**src/design/afc_pkg.sv**
```systemverilog
// Shared types and constants for the box-versus-frustum classifier.
package afc_pkg;

   localparam int PLANE_COUNT = 6;
   localparam int FAR_INDEX   = 4;
   localparam int NORM_W      = 16;
   localparam int CSR_IDX_W   = 3;
   localparam int CSR_DATA_W  = 64;

   // Register indexes of the configuration port
   localparam logic [CSR_IDX_W-1:0] CSR_PLANE_TOP    = 3'd0;
   localparam logic [CSR_IDX_W-1:0] CSR_PLANE_BOTTOM = 3'd1;
   localparam logic [CSR_IDX_W-1:0] CSR_PLANE_LEFT   = 3'd2;
   localparam logic [CSR_IDX_W-1:0] CSR_PLANE_RIGHT  = 3'd3;
   localparam logic [CSR_IDX_W-1:0] CSR_PLANE_FAR    = 3'd4;
   localparam logic [CSR_IDX_W-1:0] CSR_PLANE_NEAR   = 3'd5;
   localparam logic [CSR_IDX_W-1:0] CSR_FAR_INFINITE = 3'd6;

   typedef enum logic [1:0] {
      VIS_NONE    = 2'd0,
      VIS_PARTIAL = 2'd1,
      VIS_FULL    = 2'd2
   } vis_type;

   // One plane register; nx sits in the lowest bits
   typedef struct packed {
      logic signed [NORM_W-1:0] d;
      logic signed [NORM_W-1:0] nz;
      logic signed [NORM_W-1:0] ny;
      logic signed [NORM_W-1:0] nx;
   } plane_type;

   // Queue fill status seen by the front end
   typedef struct packed {
      logic full;
      logic empty;
   } queue_status_type;

endpackage

```
**src/design/afc_front.sv**
```systemverilog
// Front end: takes a box, orders each axis into low and high, hands it to the queue.
module afc_front #(
   parameter int COORD_WIDTH = 16
) (
   input  logic                       clock,
   input  logic                       reset,
   input  logic                       in_valid,
   output logic                       in_ready,
   input  logic                       in_null,
   input  logic [6*COORD_WIDTH-1:0]   in_coords,
   input  afc_pkg::queue_status_type  q_status,
   output logic                       q_push,
   output logic [6*COORD_WIDTH:0]     q_wdata
);
   import afc_pkg::*;

   localparam int CW = COORD_WIDTH;

   logic                valid_ff, valid_in;
   logic [6*CW:0]       box_ff, box_in;
   logic                accept;

   assign q_push   = valid_ff && !q_status.full;
   assign in_ready = !valid_ff || !q_status.full;
   assign accept   = in_valid && in_ready;
   assign q_wdata  = box_ff;

   always_comb begin
      logic signed [CW-1:0] lo_v, hi_v;
      box_in       = box_ff;
      box_in[6*CW] = in_null;
      for (int a = 0; a < 3; a++) begin
         lo_v = in_coords[a*CW +: CW];
         hi_v = in_coords[(3+a)*CW +: CW];
         // Inverted boxes keep the same corner set, so just order the pair
         if (lo_v <= hi_v) begin
            box_in[a*CW +: CW]     = lo_v;
            box_in[(3+a)*CW +: CW] = hi_v;
         end else begin
            box_in[a*CW +: CW]     = hi_v;
            box_in[(3+a)*CW +: CW] = lo_v;
         end
      end
   end

   always_comb begin
      valid_in = valid_ff;
      if (accept) begin
         valid_in = 1'b1;
      end else if (q_push) begin
         valid_in = 1'b0;
      end
   end

   always_ff @(posedge clock) begin
      if (reset) begin
         valid_ff <= 1'b0;
      end else begin
         valid_ff <= valid_in;
      end
   end

   always_ff @(posedge clock) begin
      if (accept) begin
         box_ff <= box_in;
      end
   end

endmodule

```
**config.mk**
```make
export PLATFORM = sky130hd
export DESIGN_NAME = afc_front
export DESIGN_NICKNAME = d
export VERILOG_FILES = /design/src/design/afc_pkg.sv /design/src/design/afc_front.sv
export SDC_FILE = /design/constraint.sdc
export NUM_CORES = 1
export LEC_CHECK = 0
export BUFFER_PORTS_ARGS = -buffer_cell sky130_fd_sc_hd__buf_2
export CELL_PAD_IN_SITES_DETAIL_PLACEMENT = 1
export CELL_PAD_IN_SITES_GLOBAL_PLACEMENT = 1
export CORE_MARGIN = 4
export CORE_UTILIZATION = 40
export DETAILED_ROUTE_END_ITERATION = 10
export PLACE_DENSITY_LB_ADDON = 0.12
export SETUP_SLACK_MARGIN = 0.5
export SLEW_MARGIN = 20
export SYNTH_ARGS = -nofsm -noshare
export SYNTH_HDL_FRONTEND = slang
export SYNTH_SLANG_ARGS = --single-unit
```
**constraint.sdc**
```tcl
create_clock -name clock -period 4.05 [get_ports clock]
set_input_delay 0.6075 -clock clock [delete_from_list [all_inputs] [get_ports clock]]
set_output_delay 0.6075 -clock clock [all_outputs]
set_load 0.05 [all_outputs]
```
# [After elaboration in Yosys (flattened, before gate mapping)]
# Cells that the tools add are included.
[op_classes] n_addsub=0 shifts=0 n_eq_ne=0 magnitude_cmp=3 div=0 n_reduce_logical=6 mul=0 bitwise_logic=0 muxes=8
[op_table] cell="two-way mux 16 bit" n=6
[op_table] cell="less-or-equal comparator 16 bit" n=3
[op_table] cell="logical AND 1 bit" n=2
[op_table] cell="logical NOT 1 bit" n=2
[op_table] cell="two-way mux 1 bit" n=2
[op_table] cell="nonzero test 2 bit" n=1
[op_table] cell="logical OR 1 bit" n=1
[totals] mem_bits_rw=0 rom_bits=0 elab_cells=19 inputBits=102 reg_bits=98 mem_count=0 latch_bits=0

# [Logic depth before layout (Yosys ltp)]
# Gate-level depths: netlist of run 1.
[logic_depth] ltp_word=4 depth_mapped=9 mapped_depth_nobuf=8

# [Worst setup path before layout of run 1]
# No wires, ideal clock.
[synth_timing] path_kind="input-to-reg" startpoint="in q_status[1] (netlist bit)" endpoint="reg box_ff[0], in the netlist q_wdata[0], enable pin" required_ns=3.584 arrival_time_ns=3.296 path_stages=2 path_slack_ns=0.288 n_path_buf=0 cell_sequence="nand2_1 > and2_1"
[synth_between] elab_chain_len=3
[synth_lines] item="start, declared" line_no="afc_front.sv:11" source="input afc_pkg::queue_status_type q_status,"
[synth_lines] item="logical NOT 1 bit" line_no="afc_front.sv:24" source="assign in_ready = !valid_ff || !q_status.full;"
[synth_lines] item="logical OR 1 bit" line_no="afc_front.sv:24"
[synth_lines] item="logical AND 1 bit" line_no="afc_front.sv:25" source="assign accept = in_valid && in_ready;"
[synth_lines] item="net accept" line_no="afc_front.sv:21" source="logic accept;"
[synth_lines] item="end signal, assigned" line_no="afc_front.sv:65" source="box_ff <= box_in;"
[synth_lines] item="end, declared" line_no="afc_front.sv:20" source="logic [6*CW:0] box_ff, box_in;"
# The timed path passes the listed nets, and every way through them passes these cells.
# A chain may end at the register's enable or synchronous reset.

# [Final worst setup path of run 1]
[layout_timing] startpoint="in in_coords[77]" endpoint="reg box_ff[25], in the netlist q_wdata[25] (data pin)"
[layout_between] elab_chain_len=2
[layout_lines] item="start, declared" line_no="afc_front.sv:10" source="input logic [6*COORD_WIDTH-1:0] in_coords,"
[layout_lines] item="less-or-equal comparator 16 bit" line_no="afc_front.sv:36" source="if (lo_v <= hi_v) begin"
[layout_lines] item="two-way mux 16 bit" line_no="afc_front.sv:36"
[layout_lines] item="net box_in[25]" line_no="afc_front.sv:20"
# The timed path passes the listed nets, and every way through them passes these cells.

==> metrics.md, run 1 <==
| Metric | Value |
|---|---|
| DR vias | 3790 |
| Largest net degree at the start of global routing | 51 |
| RSZ-0062 raised after global routing | false |
| Worst-path clk slew | 0.06 ns |
| CP Class | input pin to register |
| Clock share of power | 28.2% |
| F_max | 338 MHz |
| R2r startpoint | valid_ff |
| Dpl cells | 749 |
| Worst slew margin | 52.9% |
| DR iter-0 viols | 111 |
| Post-CTS sizing | 0 |
| Synth area leader | edfxtp_1 |
| Crit start category | input pin |
| VDD IR max | 184 uV |
| CTS tree | built |
| DIE HEIGHT | 127 um |
| Worst Hold Class | input pin to register |
| Synth cell types | 29 |
| Final setup fails | 0 |
| Hold Buf Count CTS | 0 |
| Gr ovfl total | 0 |
| Syn Nets | 526 |
| Cells after Synth | 376 |
| Skew final | 0.00528 ns |
| Hold Vio Cnt, Final | 0 |
| Hold Crit Depth | 2 |
| Critical register-to-register path endpoint | q_wdata[3] |
| Crit. End Element | register |
| R2R setup slack | 2.22 ns |
| Final ANT Viol Nets | 0 |
| Layout cell share with drive strength beyond 1 | 54.0% |
| H-tree depth | 3 |
| WL/cell | 17.0 um |
| Initial antenna violation count | 0 |
| Seq/Total Area, Yosys | 52.0% |
| Fin cells | 765 |
| Count of final max-slew check failures | 0 |
| Net count, final | 730 |
| Die ar. | 0.0161 mm^2 |
| CTS Sinks | 98 |
| Avg Synthesized Cell Area | 15.0 um^2 |
| Worst-Skew Late Latency | 0.34 ns |
| Worst hold slack | 0.433 ns |
| Design Power | 0.00307 W |
| Chip Width | 127 um |
| Area delta synth->final | 25.4% |
| First-pass GRT wire length | 20400 um |
| Combinational share of power | 30.4% |
| Reg power frac | 41.3% |
| Top cells by area, synth | edfxtp_1, mux2_4, ha_1, mux2_2, inv_1 |
| Number of iterations in the first detailed-routing pass | 4 |
| # DRC | 0 |
| Vias/cell | 4.95 |
| Initial Util | 40.8% |
| Max-cap violations | 0 |
| CP Max Fanout | 18 |
| Data arrival, critical path | 3.05 ns |
| Switch Pwr | 0.000963 W |
| CP Data Required Time | 4.14 ns |
| Final period util | 73.2% |
| Io pins | 201 |
| Reg2Reg Depth | 3 |
| Setup TNS | 0 ns |
| # diodes | 0 |
| Routability cong. | 0.780 |
| Placed wire-length estimate | 10400 um |
| Post-CTS Setup Repair Bufs | 0 |
| # rows | 43 |
| Power Dens Cells | 433 mW/mm^2 |
| Worst-Margin Slew | 0.707 ns |
| Pint | 0.00210 W |
| Root Driver | clkbuf_16 |
| Final wirelength | 13000 um |
| Vias in the first global route | 4161 |
| Hold endpoint | valid_ff |
| YS warnings | 0 |
| Status | finished, final reports clean |
| Switching Fraction | 31.4% |
| Minimum clock period | 2.96 ns |
| Synthesized flop and latch total | 98 |
| Top-area cell type share of the netlist area | 51.6% |
| I/O Buffers | 199 |
| Core area | 0.0138 mm^2 |
| GRT Resource Usage Total | 16.0% |
| CTS Buffer Depth | 2 |
| Cell area after synthesis | 0.00565 mm^2 |
| Static leakage | 3.34 nW |
| Hold Startpoint | reset |
| CTS Buf Count | 9 |
-- through the flow --
step	setup WS, ns	area [um^2]	utilization (%)
3_3_place_gp	0.758	6780	49.0
4_1_cts	1.06	7080	51.2
5_1_grt	0.930	7080	51.2
6_report	1.09	7080	51.2
2_1_floorplan	1.24	5650	-
3_5_place_dp	0.690	6780	49.0
-- worst max-delay path, stage by stage --
cell and delay (ns):
buf_2 0.11, inv_1 0.04, ha_1 0.28, and4_1 0.22
nand3_1 0.13, a21oi_1 0.05, nor3_1 0.35, mux2i_4 0.65
buf_12 0.24, mux2_2 0.35
-- layer usage --
layer	vias up	global-route usage, %	part of all wire (%)
li1	1831	-	-
met1	1810	17.0	38
met4	0	6.56	2.4
met3	20	6.40	9.6
met5	-	0	0
met2	129	28.1	50
-- cells by family (layout without fill, tap and decap cells) --
logic type	after synthesis	after routing	share of synthesized area (%)
AND/OR/NAND/NOR	38	38	3.88
AO/OA/AOI/OAI	36	36	4.10
multiplexers	99	99	23.8
buffers and inverters	57	266	5.59
adder cells (fa/ha/maj)	48	48	10.6
flip-flops	98	98	52.0
-- cell usage after synthesis, drive strengths merged --
cell      n
a2111oi   2
a211oi    3
a21o      7
a21oi    17
and2      1
and3      1
and4      1
buf       9
dfxtp     1
edfxtp   97
ha       48
inv      48
mux2     98
mux2i     1
nand2     6
nand3     8
nand4    10
nand4b    1
nor2      2
nor2b     4
nor3      1
o211ai    3
o21ai     1
o22ai     1
o41ai     2
or2       1
or4b      2
-- flip-flops by register name, indices dropped and copies added (netlist names) --
| signal | count |
|---|---|
| valid_ff | 1 |
| q_wdata | 97 |
-- cells in the final DEF, fill, tap and decap left out, drive strengths merged --
cell,count
inv,48
or4b,2
edfxtp,97
or2,1
and2,1
bufinv,1
nand4,10
a2111oi,2
clkbuf,14
ha,48
a21o,7
nand4b,1
nor2,2
dfxtp,1
mux2,98
o21ai,1
mux2i,1
and4,1
a211oi,3
nand3,8
o211ai,3
nor2b,4
clkinv,1
and3,1
buf,202
o41ai,2
o22ai,1
a21oi,17
nand2,6
nor3,1
-- worst max path at each step --
stage,start,depth (start not counted),slack [ns],end
2_1_floorplan,in_coords[49],9,1.24,q_wdata[0]
3_5_place_dp,in_coords[77],10,0.69,q_wdata[25]
3_3_place_gp,in_coords[77],10,0.76,q_wdata[68]
4_1_cts,in_coords[77],10,1.06,q_wdata[25]
5_1_grt,in_coords[77],10,0.93,q_wdata[25]
6_report,in_coords[77],10,1.09,q_wdata[25]
-- power groups by stage --
stage / clock [W] / combinational [W] / sequential (W)
2_1_floorplan: 0 / 0.000417 / 0.00161
3_3_place_gp: 0 / 0.000921 / 0.00129
3_5_place_dp: 0 / 0.000942 / 0.00129
4_1_cts: 0.000887 / 0.000945 / 0.00127
5_1_grt: 0.000929 / 0.000993 / 0.00128
6_report: 0.000866 / 0.000933 / 0.00127
-- cell type report --
cell class              instances  area (um^2)
clock buffers                  14          264
clock inverters                 2         35.0
fillers                      1485         6750
inverters                      48          180
multi-input cells             221         2410
flip-flops and latches         98         2930
well taps                     180          225
repair buffers                202         1030
(Power assumes the default switching activity.)
==> run 2: changes to the inputs <==
--- a/config.mk
+++ b/config.mk
@@ -9,7 +9,7 @@
 export CELL_PAD_IN_SITES_DETAIL_PLACEMENT = 1
 export CELL_PAD_IN_SITES_GLOBAL_PLACEMENT = 1
 export CORE_MARGIN = 4
-export CORE_UTILIZATION = 40
+export CORE_UTILIZATION = 36
 export DETAILED_ROUTE_END_ITERATION = 10
 export PLACE_DENSITY_LB_ADDON = 0.12
 export SETUP_SLACK_MARGIN = 0.5
==> constraint.sdc (replaced) <==
create_clock -name clock -period 2.4 [get_ports clock]
set_input_delay 0.36 -clock clock [delete_from_list [all_inputs] [get_ports clock]]
set_output_delay 0.36 -clock clock [all_outputs]
set_load 0.05 [all_outputs]
==> run 2 against run 1 <==
Effect of this change: clock-buffer cell count is 5 lower; power is 85% higher; global-route usage is 0.99 points higher; non-clock buffer count is 76 higher; first-iteration DRC count is 9.9% higher; final area is 21% higher; highest routed layer is now met5.
==> metrics.md, run 2 (synthesis results as in run 1) <==
| Metric | Value |
|---|---|
| Status | finished, final reports clean |
| Initial antenna violation count | 1 (+1) |
| Worst path slowest cell | or4b_4 |
| Hold Vio Cnt, Final | 0 (unchanged) |
| Count of final max-slew check failures | 0 (unchanged) |
| Crit. End Element | register |
| GRT Resource Usage Total | 17.0% (+0.99 points) |
| DR iter-0 viols | 122 (+9.9%) |
| Crit start category | input pin |
| Place WS | -0.389 ns (-1.08 ns) |
| CP Class | input pin to register |
| Top delay family on crit path | multiplexers |
| Area delta synth->final | 52.0% |
| Worst Hold Class | input pin to register |
| Chip Width | 133 um (+5.1%) |
| Worst slew margin | 61.0% (+8.1 points) |
| Root Driver | clkbuf_16 |
| Max-cap violations | 0 (unchanged) |
| Top cell by count, worst path | mux2_4 |
| CP cell instances | buf_8 -> inv_6 -> ha_4 -> nor2b_4 -> o211ai_1 -> a2111oi_2 -> or4b_4 -> mux2_4 -> buf_12 -> mux2_4 |
| Die ar. | 0.0177 mm^2 (+10%) |
| Gr ovfl total | 0 (unchanged) |
| Hold Crit Depth | 2 (unchanged) |
| Worst-path clk slew | 0.07 ns (about the same) |
| Vias/cell | 4.75 (-4.1%) |
| Hold Buf Count CTS | 0 (unchanged) |
| VDD IR max | 317 uV (+72%) |
| Skew final | 0.00694 ns (+0.00166 ns) |
| Fill count | 1546 (+4.1%) |
| Routability cong. | 0.751 (-3.7%) |
| Worst-Skew Late Latency | 0.35 ns (about the same) |
| H-tree depth | 3 (unchanged) |
| Core area | 0.0153 mm^2 (+10%) |
| Max reg flops | 97 (unchanged) |
| Power Dens Cells | 660 mW/mm^2 (+52%) |
| # rows | 45 (+4.7%) |
| Static leakage | 3.97 nW (+19%) |
| WL/cell | 17.6 um (+3.9%) |
| Fin area | 0.00858 mm^2 (+21%) |
| CP Max Fanout | 10 (-8) |
| Largest net degree at the start of global routing | 98 (+92%) |
| Most frequent cells in the layout | buf_2, edfxtp_1, mux2_4, buf_4, inv_1 |
| First-pass GRT wire length | 23700 um (+16%) |
| Buffer and inverter count on the worst path | 3 (unchanged) |
| Final wirelength | 15400 um (+18%) |
| Commonest non-fill, non-tap cell in the layout | buf_2 |
| Placed wire-length estimate | 11200 um (+7.8%) |
| Initial Util | 37.0% (-3.8 points) |
| PnR worst setup slack | 0.00679 ns (-1.08 ns) |
| Io pins | 201 (unchanged) |
| CTS Buf Count | 9 (unchanged) |
| CP Depth | 10 (unchanged) |
| Area post-placement | 0.00768 mm^2 (+13%) |
| Final ANT Viol Nets | 0 (unchanged) |
| CP Data Required Time | 2.50 ns (-1.64 ns) |
| # diodes | 0 (unchanged) |
| Net count, final | 806 (+10%) |
| CTS Sinks | 98 (unchanged) |
| Vias in the first global route | 4594 (+10%) |
| Worst-Margin Slew | 0.585 ns (-0.122 ns) |
| F_max | 418 MHz |
| DR vias | 4144 (+9.3%) |
| Worst hold slack | 0.168 ns (-0.265 ns) |
| DIE HEIGHT | 133 um (+5.1%) |
| RSZ-0062 raised after global routing | true |
| CTS tree | built |
| I/O Buffers | 199 (unchanged) |
| Number of iterations in the first detailed-routing pass | 3 (-1) |
| Largest stage delay, worst path | 0.50 ns (-0.15 ns) |
| # DRC | 0 (unchanged) |
| Data arrival, critical path | 2.49 ns (-0.56 ns) |
| Reg2Reg Depth | 3 (unchanged) |
| Minimum clock period | 2.39 ns |
| Final setup fails | 0 (unchanged) |
| Layout cell share with drive strength beyond 1 | 70.2% (+16 points) |
| CTS Buffer Depth | 2 (unchanged) |
| Final period util | 99.7% |
==> run 2: power breakdown <==
part	internal [W]	switching [W]	total, W
registers	0.00210	0.0000411	0.00214
logic	0.000903	0.00113	0.00203
clock network	0.000816	0.000670	0.00149
==> run 2: area by class of cell <==
class	instances	area, um^2	share of cell area [%]
clock buffers	9	225	2.63
clock inverters	7	78.8	0.919
inverters	48	208	2.42
multi-input cells	221	3010	35.1
flip-flops and latches	98	2930	34.2
well taps	211	264	3.08
repair buffers	278	1860	21.7
==> run 2: metal layers <==
layer	track usage (%)	up-vias	wire [um]
met5	0	-	13
met4	5.20	2	200
met3	5.10	17	1030
met2	31.7	113	8330
met1	18.3	2030	5790
li1	-	1982	-
==> run 2: worst paths after layout <==
path / from / slack [ns] / end
worst max register to register: valid_ff / 1.02 / q_wdata[43]
worst min register to register: valid_ff / 0.53 / valid_ff
worst min-delay path: reset / 0.17 / valid_ff
worst max-delay path: in_coords[81] / 0.007 / q_wdata[86]
==> run 2: what timing repair did <==
action                                  CTS  global route
endpoints found under the setup margin   96            96
gates resized for setup                  58            20
gates cloned                              4             2
buffers inserted                          9             1
pin swaps                                 6             4
hold endpoints to repair                  0             0
==> run 2: through the flow <==
stage / cells / power, W / utilization (%) / setup TNS [ns]
detailed placement: 840 / 0.00399 / 50.3 / -30.30
finish: 872 / 0.00566 / 56.2 / 0
global placement: 840 / 0.00393 / 50.3 / -25.97
CTS: 869 / 0.00566 / 55.3 / 0
floorplan: 376 / 0.00351 / - / -4.55
global route: 872 / 0.00591 / 56.2 / -0.469
