===== config.mk =====
export PLATFORM = sky130hd
export DESIGN_NAME = afc_queue
export DESIGN_NICKNAME = d
export VERILOG_FILES = /design/src/design/afc_pkg.sv /design/src/design/afc_queue.sv
export SDC_FILE = /design/constraint.sdc
export NUM_CORES = 1
export LEC_CHECK = 0
export ABC_AREA = 1
export BUFFER_PORTS_ARGS = -buffer_cell sky130_fd_sc_hd__buf_2
export CAP_MARGIN = 20
export CORE_AREA = 2 2 191 193
export CTS_CLUSTER_DIAMETER = 60
export DETAILED_ROUTE_END_ITERATION = 16
export DIE_AREA = 0 0 193 195
export PLACE_DENSITY_LB_ADDON = 0.1
export SYNTH_ARGS = -nofsm -noshare
export SYNTH_HDL_FRONTEND = slang
export SYNTH_SLANG_ARGS = --single-unit

===== constraint.sdc =====
create_clock -name clock -period 5.55 [get_ports clock]
set_input_delay 0.2775 -clock clock [delete_from_list [all_inputs] [get_ports clock]]
set_output_delay 0.2775 -clock clock [all_outputs]
set_load 0.01 [all_outputs]

===== src/design/afc_pkg.sv =====
// Shared types and constants for the box-versus-frustum classifier.
package afc_pkg;

   localparam int PLANE_COUNT = 6;
   localparam int FAR_INDEX   = 4;
   localparam int NORM_W      = 16;
   localparam int CSR_IDX_W   = 3;
   localparam int CSR_DATA_W  = 64;

   // Register indexes of the configuration port
   localparam logic [CSR_IDX_W-1:0] CSR_PLANE_TOP    = 3'd0;
   localparam logic [CSR_IDX_W-1:0] CSR_PLANE_BOTTOM = 3'd1;
   localparam logic [CSR_IDX_W-1:0] CSR_PLANE_LEFT   = 3'd2;
   localparam logic [CSR_IDX_W-1:0] CSR_PLANE_RIGHT  = 3'd3;
   localparam logic [CSR_IDX_W-1:0] CSR_PLANE_FAR    = 3'd4;
   localparam logic [CSR_IDX_W-1:0] CSR_PLANE_NEAR   = 3'd5;
   localparam logic [CSR_IDX_W-1:0] CSR_FAR_INFINITE = 3'd6;

   typedef enum logic [1:0] {
      VIS_NONE    = 2'd0,
      VIS_PARTIAL = 2'd1,
      VIS_FULL    = 2'd2
   } vis_type;

   // One plane register; nx sits in the lowest bits
   typedef struct packed {
      logic signed [NORM_W-1:0] d;
      logic signed [NORM_W-1:0] nz;
      logic signed [NORM_W-1:0] ny;
      logic signed [NORM_W-1:0] nx;
   } plane_type;

   // Queue fill status seen by the front end
   typedef struct packed {
      logic full;
      logic empty;
   } queue_status_type;

endpackage


===== src/design/afc_queue.sv =====
// Short register queue between the front end and the distance pipeline.
module afc_queue #(
   parameter int WIDTH = 97,
   parameter int DEPTH = 4
) (
   input  logic                       clock,
   input  logic                       reset,
   input  logic                       push,
   input  logic [WIDTH-1:0]           wdata,
   input  logic                       pop,
   output logic [WIDTH-1:0]           rdata,
   output afc_pkg::queue_status_type  status
);
   import afc_pkg::*;

   localparam int PTR_W = (DEPTH > 1) ? $clog2(DEPTH) : 1;
   localparam int CNT_W = $clog2(DEPTH + 1);

   logic [WIDTH-1:0] mem_ff [DEPTH];
   logic [PTR_W-1:0] wr_ptr_ff, wr_ptr_in;
   logic [PTR_W-1:0] rd_ptr_ff, rd_ptr_in;
   logic [CNT_W-1:0] count_ff, count_in;

   function automatic logic [PTR_W-1:0] ptr_next(input logic [PTR_W-1:0] p);
      logic [PTR_W-1:0] r;
      if (p == PTR_W'(DEPTH - 1)) begin
         r = '0;
      end else begin
         r = p + PTR_W'(1);
      end
      return r;
   endfunction

   assign status = '{full: (count_ff == CNT_W'(DEPTH)), empty: (count_ff == '0)};
   assign rdata  = mem_ff[rd_ptr_ff];

   always_comb begin
      wr_ptr_in = push ? ptr_next(wr_ptr_ff) : wr_ptr_ff;
      rd_ptr_in = pop  ? ptr_next(rd_ptr_ff) : rd_ptr_ff;
      count_in  = count_ff;
      if (push && !pop) begin
         count_in = count_ff + CNT_W'(1);
      end else if (pop && !push) begin
         count_in = count_ff - CNT_W'(1);
      end
   end

   always_ff @(posedge clock) begin
      if (reset) begin
         wr_ptr_ff <= '0;
         rd_ptr_ff <= '0;
         count_ff  <= '0;
      end else begin
         wr_ptr_ff <= wr_ptr_in;
         rd_ptr_ff <= rd_ptr_in;
         count_ff  <= count_in;
      end
   end

   always_ff @(posedge clock) begin
      if (push) begin
         mem_ff[wr_ptr_ff] <= wdata;
      end
   end

`ifndef SYNTH
   a_count_bound: assert property (@(posedge clock) disable iff (reset)
      count_ff <= CNT_W'(DEPTH))
      else $error("queue count beyond depth");

   a_no_overflow: assert property (@(posedge clock) disable iff (reset)
      push |-> (!status.full || pop))
      else $error("push into full queue");

   a_no_underflow: assert property (@(posedge clock) disable iff (reset)
      pop |-> !status.empty)
      else $error("pop from empty queue");

   a_count_track: assert property (@(posedge clock) disable iff (reset)
      (push && !pop) |=> (count_ff == $past(count_ff) + CNT_W'(1)))
      else $error("queue count did not advance on push");
`endif

endmodule


# After elaboration in Yosys (flattened, before gate mapping)
# Memories as Yosys holds them, arrays and structs flattened. A register that Yosys moved wholly into a read port is not among the register bits.
# Index checks and enable logic that the tools add are counted.
[op_classes]
n_addsub = 4
mul = 0
n_div = 0
magnitude_cmp = 0
n_eq_ne = 3
shifts = 0
n_mux = 8
n_bitwise = 0
n_reduce_logical = 6
[op_table]
columns = ["op", "n"]
rows = [
  ["2-bit 2-to-1 mux", 4],
  ["3-bit 2-to-1 mux", 2],
  ["2-bit by 1-bit adder with 2-bit output, second input constant", 2],
  ["2-bit equality test, second input constant", 2],
  ["3-bit by 1-bit adder with 3-bit output, second input constant", 1],
  ["3-bit equality test, second input constant", 1],
  ["3-bit logical NOT", 1],
  ["3-bit by 1-bit subtractor with 3-bit output, second input constant", 1],
  ["1-bit logical AND", 2],
  ["1-bit logical NOT", 2],
  ["1-bit 2-to-1 mux", 2],
  ["2-bit nonzero test", 1],
]
[word_totals]
regBits = 7
latch_bits = 0
mem_bits_rw = 388
mem_bits_ro = 0
in_bits = 101
out_inout_bits = 99
elab_cells = 25
memories = 1
[memory_table]
columns = ["name", "depth", "width", "read_ports", "rd_ports_with_merged_regs", "write_ports", "line_no", "rtl"]
rows = [
  ["mem_ff", 4, 97, 1, 1, 1, "afc_queue.sv:19", "logic [WIDTH-1:0] mem_ff [DEPTH];"],
]

# Depth between registers and ports, before layout
# Gate-level depths: netlist of the first run.
[logic_depth]
ltp_word = 4
ltp_mapped = 10
depth_no_buf = 10

# Worst setup path after synthesis of the first run
# No wires, ideal clock.
[synth_timing]
kind = "flip-flop to flip-flop"
startpoint = "reg wr_ptr_ff[0]"
endpoint = "mem mem_ff[3][0] (enable)"
setup_ns = 0.451
t_arrival_ns = 2.465
required_ns = 5.099
path_slack_ns = 2.635
stages_incl_launch_ff = 4
n_path_buf = 0
synth_period_minus_slack_ns = 2.915
path_cell_list = "dfxtp_1 -> ha_1 -> nand2_1 -> inv_1"
[synth_lines]
columns = ["item", "line_no", "rtl"]
rows = [
  ["start: declaration", "afc_queue.sv:20", "logic [PTR_W-1:0] wr_ptr_ff, wr_ptr_in;"],
  ["start signal: assignment", "afc_queue.sv:54", "wr_ptr_ff <= wr_ptr_in;"],
  ["end: declaration", "afc_queue.sv:19", ""],
]
# No word-level cell before the write port.

==> results.yml, run 1 <==
drt:
  via_per_inst: 5.06
  wl_per_cell_um: 18.5
  dr_total_vias: 9023
  ant_nets: 0
  first_pass_iters: 4
  wl_um: 33000
  drc: 0
  dr.first_iter.drc_count: 388
grt:
  grt_first_pass_wirelength_um: 50900
  grt_max_degree: 103
  grt-ovfl-total: 0
  antenna_found_initial: 3
  track_usage: 0.175
  grt_pass1_vias: 9201
pwr:
  cellLeakagePower_nw: 6.54
  p_per_area_mw_per_mm2: 379
  worst_ir_drop_vdd_mv: 0.224
  seq_power_share: 0.494
  power_mw: 7.02
  p_sw_mw: 1.55
  p_sw_frac: 0.220
  cell_internal_pwr_mw: 5.47
  p_clk_frac: 0.410
  combPwrFrac: 0.096
timing:
  timing.hold.ws_ns: 0.119
  hold_violations: 0
  worst_pin_slew_ns: 1.10
  fin_skew_ns: 0.0101
  slew_headroom: 0.267
  rsz0062_at_grt: "false"
  timing.final.crit_share: 0.619
  min_period_ns: 3.44
  finalMaxSlewViolations: 0
  fin_tns_setup_ns: 0
  fmax_mhz: 291
  final-setup-viol-count: 0
clocking:
  cts_buffers: 42
  insertion_delay_ns: 0.52
  cts_tree: "built"
  cts_max_path_buffers: 3
  clk_pin_slew_worst_paths_ns: 0.06
  cts.sinks: 397
  root_buffer: "clkbuf_16"
  post_cts_buffers: 0
  htreeDepth: 2
floorplan:
  io_pins: 200
  die_w_um: 193
  fp.dieArea_sq_mm: 0.0376
  start_util: 0.418
  die_y_um: 195
  rows: 69
  core_sq_mm: 0.0354
synthesis:
  synthesis.nets: 1104
  yosysTopAreaCellShare: 0.787
  yosysWarnings: 0
  netlist_area_sq_mm: 0.0148
  syn_area_per_cell_sq_um: 14.9
  netlist.top_cell.by_area: "edfxtp_1"
  ys_seq_area_frac: 0.800
  synth-seq-cells: 397
  synth.distinct_cells: 21
  synthCells: 996
  ys_top_cells_by_area: "edfxtp_1 (79%), nor2_1 (5.1%), o21ai_0 (4.5%), o22ai_1 (4.1%), o21ai_1 (2.1%)"
placement:
  io_buffers: 199
  hpwl_um: 17500
  place.gp.congestion: 0.693
flow_run:
  maxCapViolations: 0
worst_setup_path:
  arrival_ns: 3.16
  cp_cell_sequence: "clkinv_2 -> buf_4 -> o21ai_0 -> o22ai_1 -> buf_2"
  reg2reg_depth: 4
  cpPeakStageDelay_ns: 0.83
  required_ns: 5.27
  worst_setup_path_start_kind: "flip-flop"
  crit_fanout: 50
  crit_type: "flip-flop to primary output"
  crit_slowest_cell: "clkinv_2"
  critPathCaptureType: "primary output"
cells_and_area:
  synthToLayoutAreaGrowth_pct: 25.2
  final_util: 0.523
  post_route_cells_drive_above_1_share: 0.209
  layout.nets: 1393
run_status:
  status: "complete, no violations"
hold_path:
  hold_class: "input pin to flip-flop"
  hold_depth: 3
[per-stage QoR]
| stage | setup WS, ns | instance area [sq um] | std cells |
|---|---|---|---|
| 2_1_floorplan | 2.63 | 14800 | 996 |
| 3_3_place_gp | 2.54 | 16100 | 1604 |
| 3_5_place_dp | 2.53 | 16100 | 1604 |
| 4_1_cts | 1.96 | 18500 | 1780 |
| 5_1_grt | 1.81 | 18500 | 1783 |
| 6_report | 2.11 | 18500 | 1783 |
[kinds of logic after synthesis]
family / count (synthesis) / synth area share
adders and majority gates: 7 / 0.00643
and+or+nand+nor: 216 / 0.0554
buffers and inverters: 78 / 0.0294
AOI/OAI and AO/OA: 297 / 0.109
xor gates and xnor gates: 1 / 0.000592
DFF: 397 / 0.800
[layout by cell type (no fill, tap or decap), types with 7 or more instances in the layout]
cell type / synthesis / layout
clkbuf_16: 0 / 45
buf_2: 19 / 199
edfxtp_1: 388 / 388
dlygate4sd3_1: 0 / 98
o22ai_1: 97 / 97
buf_4: 0 / 10
bufinv_16: 0 / 7
o21ai_1: 63 / 63
nand2_1: 8 / 8
clkinv_2: 0 / 8
inv_1: 14 / 10
nor2_1: 202 / 202
o21ai_0: 134 / 134
clkbuf_1: 25 / 11
clkinv_1: 0 / 8
dfxtp_1: 9 / 7
[worst max-delay path: cells and delay by family, from the launching register on]
family,cells,cell delay (ns)
buf+inv,3,1.59
flops,1,0.72
compound gates,2,0.26
[power groups by stage]
| stage | Combinational [mW] | Sequential [mW] | Clock (mW) |
|---|---|---|---|
| floorplan | 0.360 | 3.52 | 0 |
| global placement | 0.624 | 3.53 | 0 |
| detailed placement | 0.628 | 3.53 | 0 |
| CTS | 0.687 | 3.47 | 2.94 |
| global route | 0.748 | 3.48 | 3.06 |
| finish | 0.672 | 3.47 | 2.88 |
[routing by layer]
metal	global-route usage	share of wire
met1	0.232	0.44
met2	0.290	0.48
met3	0.0433	0.056
met4	0.0438	0.020
met5	0	0
[layout make-up]
type                            instances  area (sq um)
Inverter                               16          76.3
Clock inverter                         22           275
Multi-Input combinational cell        521          2530
Antenna cell                            3          7.51
Fill cell                            3012         16900
Clock buffer                           56          1170
Sequential cell                       397         11800
Tap cell                              461           577
Timing Repair Buffer                  307          2050
[synth_stat cells]
library cell	count
dfxtp_1	9
clkbuf_1	25
xor2_1	1
fa_1	1
edfxtp_1	388
inv_1	14
inv_2	1
nand4_1	1
clkbuf_2	3
o21ai_1	63
inv_4	1
a21oi_1	3
buf_6	15
o22ai_1	97
nor2_1	202
o21ai_0	134
buf_2	19
ha_1	6
nand3_1	1
nor3_1	4
nand2_1	8
[flip-flops by register name (all words and copies together), names as in the netlist, named ones only]
name / count
wr_ptr_ff: 2
mem_ff: 388
rd_ptr_ff: 2
count_ff: 3
[path summary, 6_finish.rpt]
kind              slack, ns          from       endpoint
setup reg to reg       3.15  wr_ptr_ff[0]  mem_ff[3][47]
setup / recovery       2.11     flip-flop      rdata[84]
hold / removal         0.12           pop      flip-flop
hold reg to reg        0.55  rd_ptr_ff[0]      flip-flop
[repair_timing]
item | in CTS | in global routing
endpoints found under the setup margin | 0 | 0
gates resized for setup | 0 | 0
hold buffers | 98 | 0
endpoints found under the hold margin | 392 | 0
Power figures use the tool's default switching activity.
==> inputs of run 2 (changes only) <==
ABC_AREA = 0   (was 1)
CORE_AREA = 2 2 189 191   (was 2 2 191 193)
DIE_AREA = 0 0 191 193   (was 0 0 193 195)
clock period = 2.9 ns   (was 5.55 ns; I/O delays follow)
==> run 2 against run 1 <==
  * Die area down 2.1%
  * Sequential cell count stayed put
  * Clock skew grew 0.015 ns
  * First-iteration DRC count shrank 21%
  * Synthesized area down 2.5%
  * Register-to-register slack lost 2.2 ns
  * Combinational power up 73%
  * Non-clock buffer count increased by 8
  * Sequential share of layout area is 0.19 points higher
  * Critical path type unchanged
  * Largest power group unchanged
==> results.yml, run 2 <==
run_status:
  status: "complete, no violations"
worst_setup_path:
  cp_cell_sequence: "buf_12 -> mux4_2 -> buf_2"
  crit_type: "flip-flop to primary output"
  critPathBufInv: 2
  crit_fanout: 27
  crit_slowest_cell: "dfxtp_4"
  critPathTopFamily: "flip-flops"
  critPathCaptureType: "primary output"
  required_ns: 2.76
  arrival_ns: 2.31
  reg2reg_setup_slack_ns: 0.97
  worst_setup_path_start_kind: "flip-flop"
  cpPeakStageDelay_ns: 0.69
pwr:
  cellLeakagePower_nw: 6.29
  p_sw_frac: 0.210
  seq_power_share: 0.513
  p_clk_frac: 0.397
  worst_ir_drop_vdd_mv: 0.489
  combPwrFrac: 0.090
  p_sw_mw: 2.73
  cell_internal_pwr_mw: 10.3
  p_per_area_mw_per_mm2: 703
cells_and_area:
  mostFrequentLayoutCell: "edfxtp_1"
  reg.largest.list: "mem_ff (388), count_ff (3)"
  post_route_cells_drive_above_1_share: 0.408
  final_util: 0.528
  synthToLayoutAreaGrowth_pct: 28.0
  largest_reg_flops: 388
  fill_cells: 2738
  layout.nets: 998
  regMostFlops: "mem_ff"
  final_cell_mix: "edfxtp_1 (388), buf_2 (199), dlygate4sd3_1 (100), mux4_2 (97), clkbuf_16 (45)"
clocking:
  root_buffer: "clkbuf_16"
  cts_tree: "built"
  clk_pin_slew_worst_paths_ns: 0.05
  post_cts_buffers: 0
  htreeDepth: 2
  insertion_delay_ns: 0.53
  hold_buffers: 100
  cts_buffers: 44
  cts.sinks: 397
  cts_max_path_buffers: 3
  cts.repair.resized: 0
synthesis:
  netlist.top_cell.by_area: "edfxtp_1"
  synth.most_common_cell: "edfxtp_1"
  yosysTopAreaCellShare: 0.808
  synthCells: 551
  ys.flop_type: "edfxtp_1"
  syn_area_per_cell_sq_um: 26.2
  synth-seq-cells: 397
  ys_top_cells_by_area: "edfxtp_1 (81%), mux4_2 (15%), dfxtp_1 (1.2%), ha_1 (0.52%), buf_8 (0.42%)"
  synth_commonest_cells: "edfxtp_1 (388), mux4_2 (97), buf_2 (11)"
  synth_edf_count: 388
  synthesis.nets: 659
  synth.distinct_cells: 19
  ys_seq_area_frac: 0.820
  netlist_area_sq_mm: 0.0144
  async_flop_share: 0
  yosysWarnings: 0
floorplan:
  die_y_um: 193
  fp.dieArea_sq_mm: 0.0369
  io_pins: 200
  start_util: 0.413
  rows: 69
  die_w_um: 191
  core_sq_mm: 0.0350
timing:
  fin_tns_setup_ns: 0
  final-setup-viol-count: 0
  slew_headroom: 0.632
  hold_violations: 0
  finalMaxSlewViolations: 0
  fin_skew_ns: 0.0251
  min_period_ns: 2.46
  fmax_mhz: 407
  timing.final.crit_share: 0.847
  rsz0062_at_grt: "false"
  worst_pin_slew_ns: 0.553
drt:
  dr_total_vias: 6902
  dr.first_iter.drc_count: 308
  drc: 0
  ant_nets: 0
  via_per_inst: 4.99
  wl_per_cell_um: 20.4
  first_pass_iters: 4
  wl_um: 28200
grt:
  grt-ovfl-total: 0
  grt_first_pass_wirelength_um: 42500
  antenna_found_initial: 1
  track_usage: 0.154
  grt_max_degree: 46
  grt_pass1_vias: 7524
placement:
  io_buffers: 199
  place.gp.congestion: 0.687
  hpwl_um: 17100
hold_path:
  hold_class: "input pin to flip-flop"
flow_run:
  maxCapViolations: 0
==> run 2: cell count changes after synthesis, sizes merged, moves of 2 or more <==
cell | previous run | this run
and2 | 0 | 4
inv | 16 | 4
nor3 | 4 | 1
mux4 | 0 | 97
nor2 | 202 | 7
clkbuf | 28 | 6
nand2 | 8 | 0
o22ai | 97 | 0
nor3b | 0 | 2
o21ai | 197 | 1
buf | 34 | 16
mux2i | 0 | 4
==> run 2: metal layers <==
metal,track usage,vias to the layer above,routed length [um]
li1,-,3056,-
met1,0.196,3603,11700
met2,0.264,196,14200
met3,0.0398,47,1830
met4,0.0444,0,550
met5,0,-,0
==> run 2: layout make-up <==
type / instances / area [sq um] / share of cell area
Inverter: 4 / 15.0 / 0.000813
Sequential cell: 397 / 11800 / 0.641
Tap cell: 461 / 577 / 0.0312
Timing Repair Buffer: 315 / 2240 / 0.121
Antenna cell: 1 / 2.50 / 0.000135
Clock inverter: 18 / 135 / 0.00732
Multi-Input combinational cell: 128 / 2440 / 0.132
Clock buffer: 59 / 1220 / 0.0660
==> run 2: final timing paths <==
check / from / to / cells past startpoint
setup / recovery: flip-flop / rdata[61] / 3
hold / removal: wdata[7] / mem_ff[0][7] / 2
setup reg to reg: wr_ptr_ff[0] / mem_ff[3][83] / 3
hold reg to reg: count_ff[2] / count_ff[2] / 2
==> run 2: metrics by stage <==
| step | cells | hold WS, ns | setup slack [ns] | area [sq um] | total power, mW |
|---|---|---|---|---|---|
| final | 1383 | 0.363 | 0.443 | 18500 | 13.0 |
| after detailed placement | 1205 | 0.361 | 0.921 | 16100 | 7.88 |
| after global placement | 1205 | 0.353 | 0.923 | 16100 | 7.84 |
| after CTS | 1382 | 0.326 | 0.338 | 18500 | 13.2 |
| after global routing | 1383 | 0.351 | 0.264 | 18500 | 13.5 |
| after floorplan | 551 | 0.214 | 0.708 | 14400 | 7.36 |
==> run 2: power groups by stage <==
stage / clock network [mW] / logic, mW / registers, mW
after floorplan: 0 / 0.620 / 6.74
after global placement: 0 / 1.06 / 6.77
after detailed placement: 0 / 1.09 / 6.79
after CTS: 5.32 / 1.20 / 6.67
after global routing: 5.54 / 1.27 / 6.69
final: 5.16 / 1.16 / 6.66
==> run 2: kinds of logic (layout without fill, tap and decap cells) <==
group | Yosys count | count (layout) | synth area share
AOI/OAI and AO/OA | 3 | 3 | 0.00104
DFF | 397 | 397 | 0.820
adders and majority gates | 7 | 7 | 0.00659
xor gates and xnor gates | 2 | 2 | 0.00121
muxes | 101 | 101 | 0.154
and+or+nand+nor | 15 | 15 | 0.00538
other | 0 | 1 | 0
buffers and inverters | 26 | 396 | 0.0114
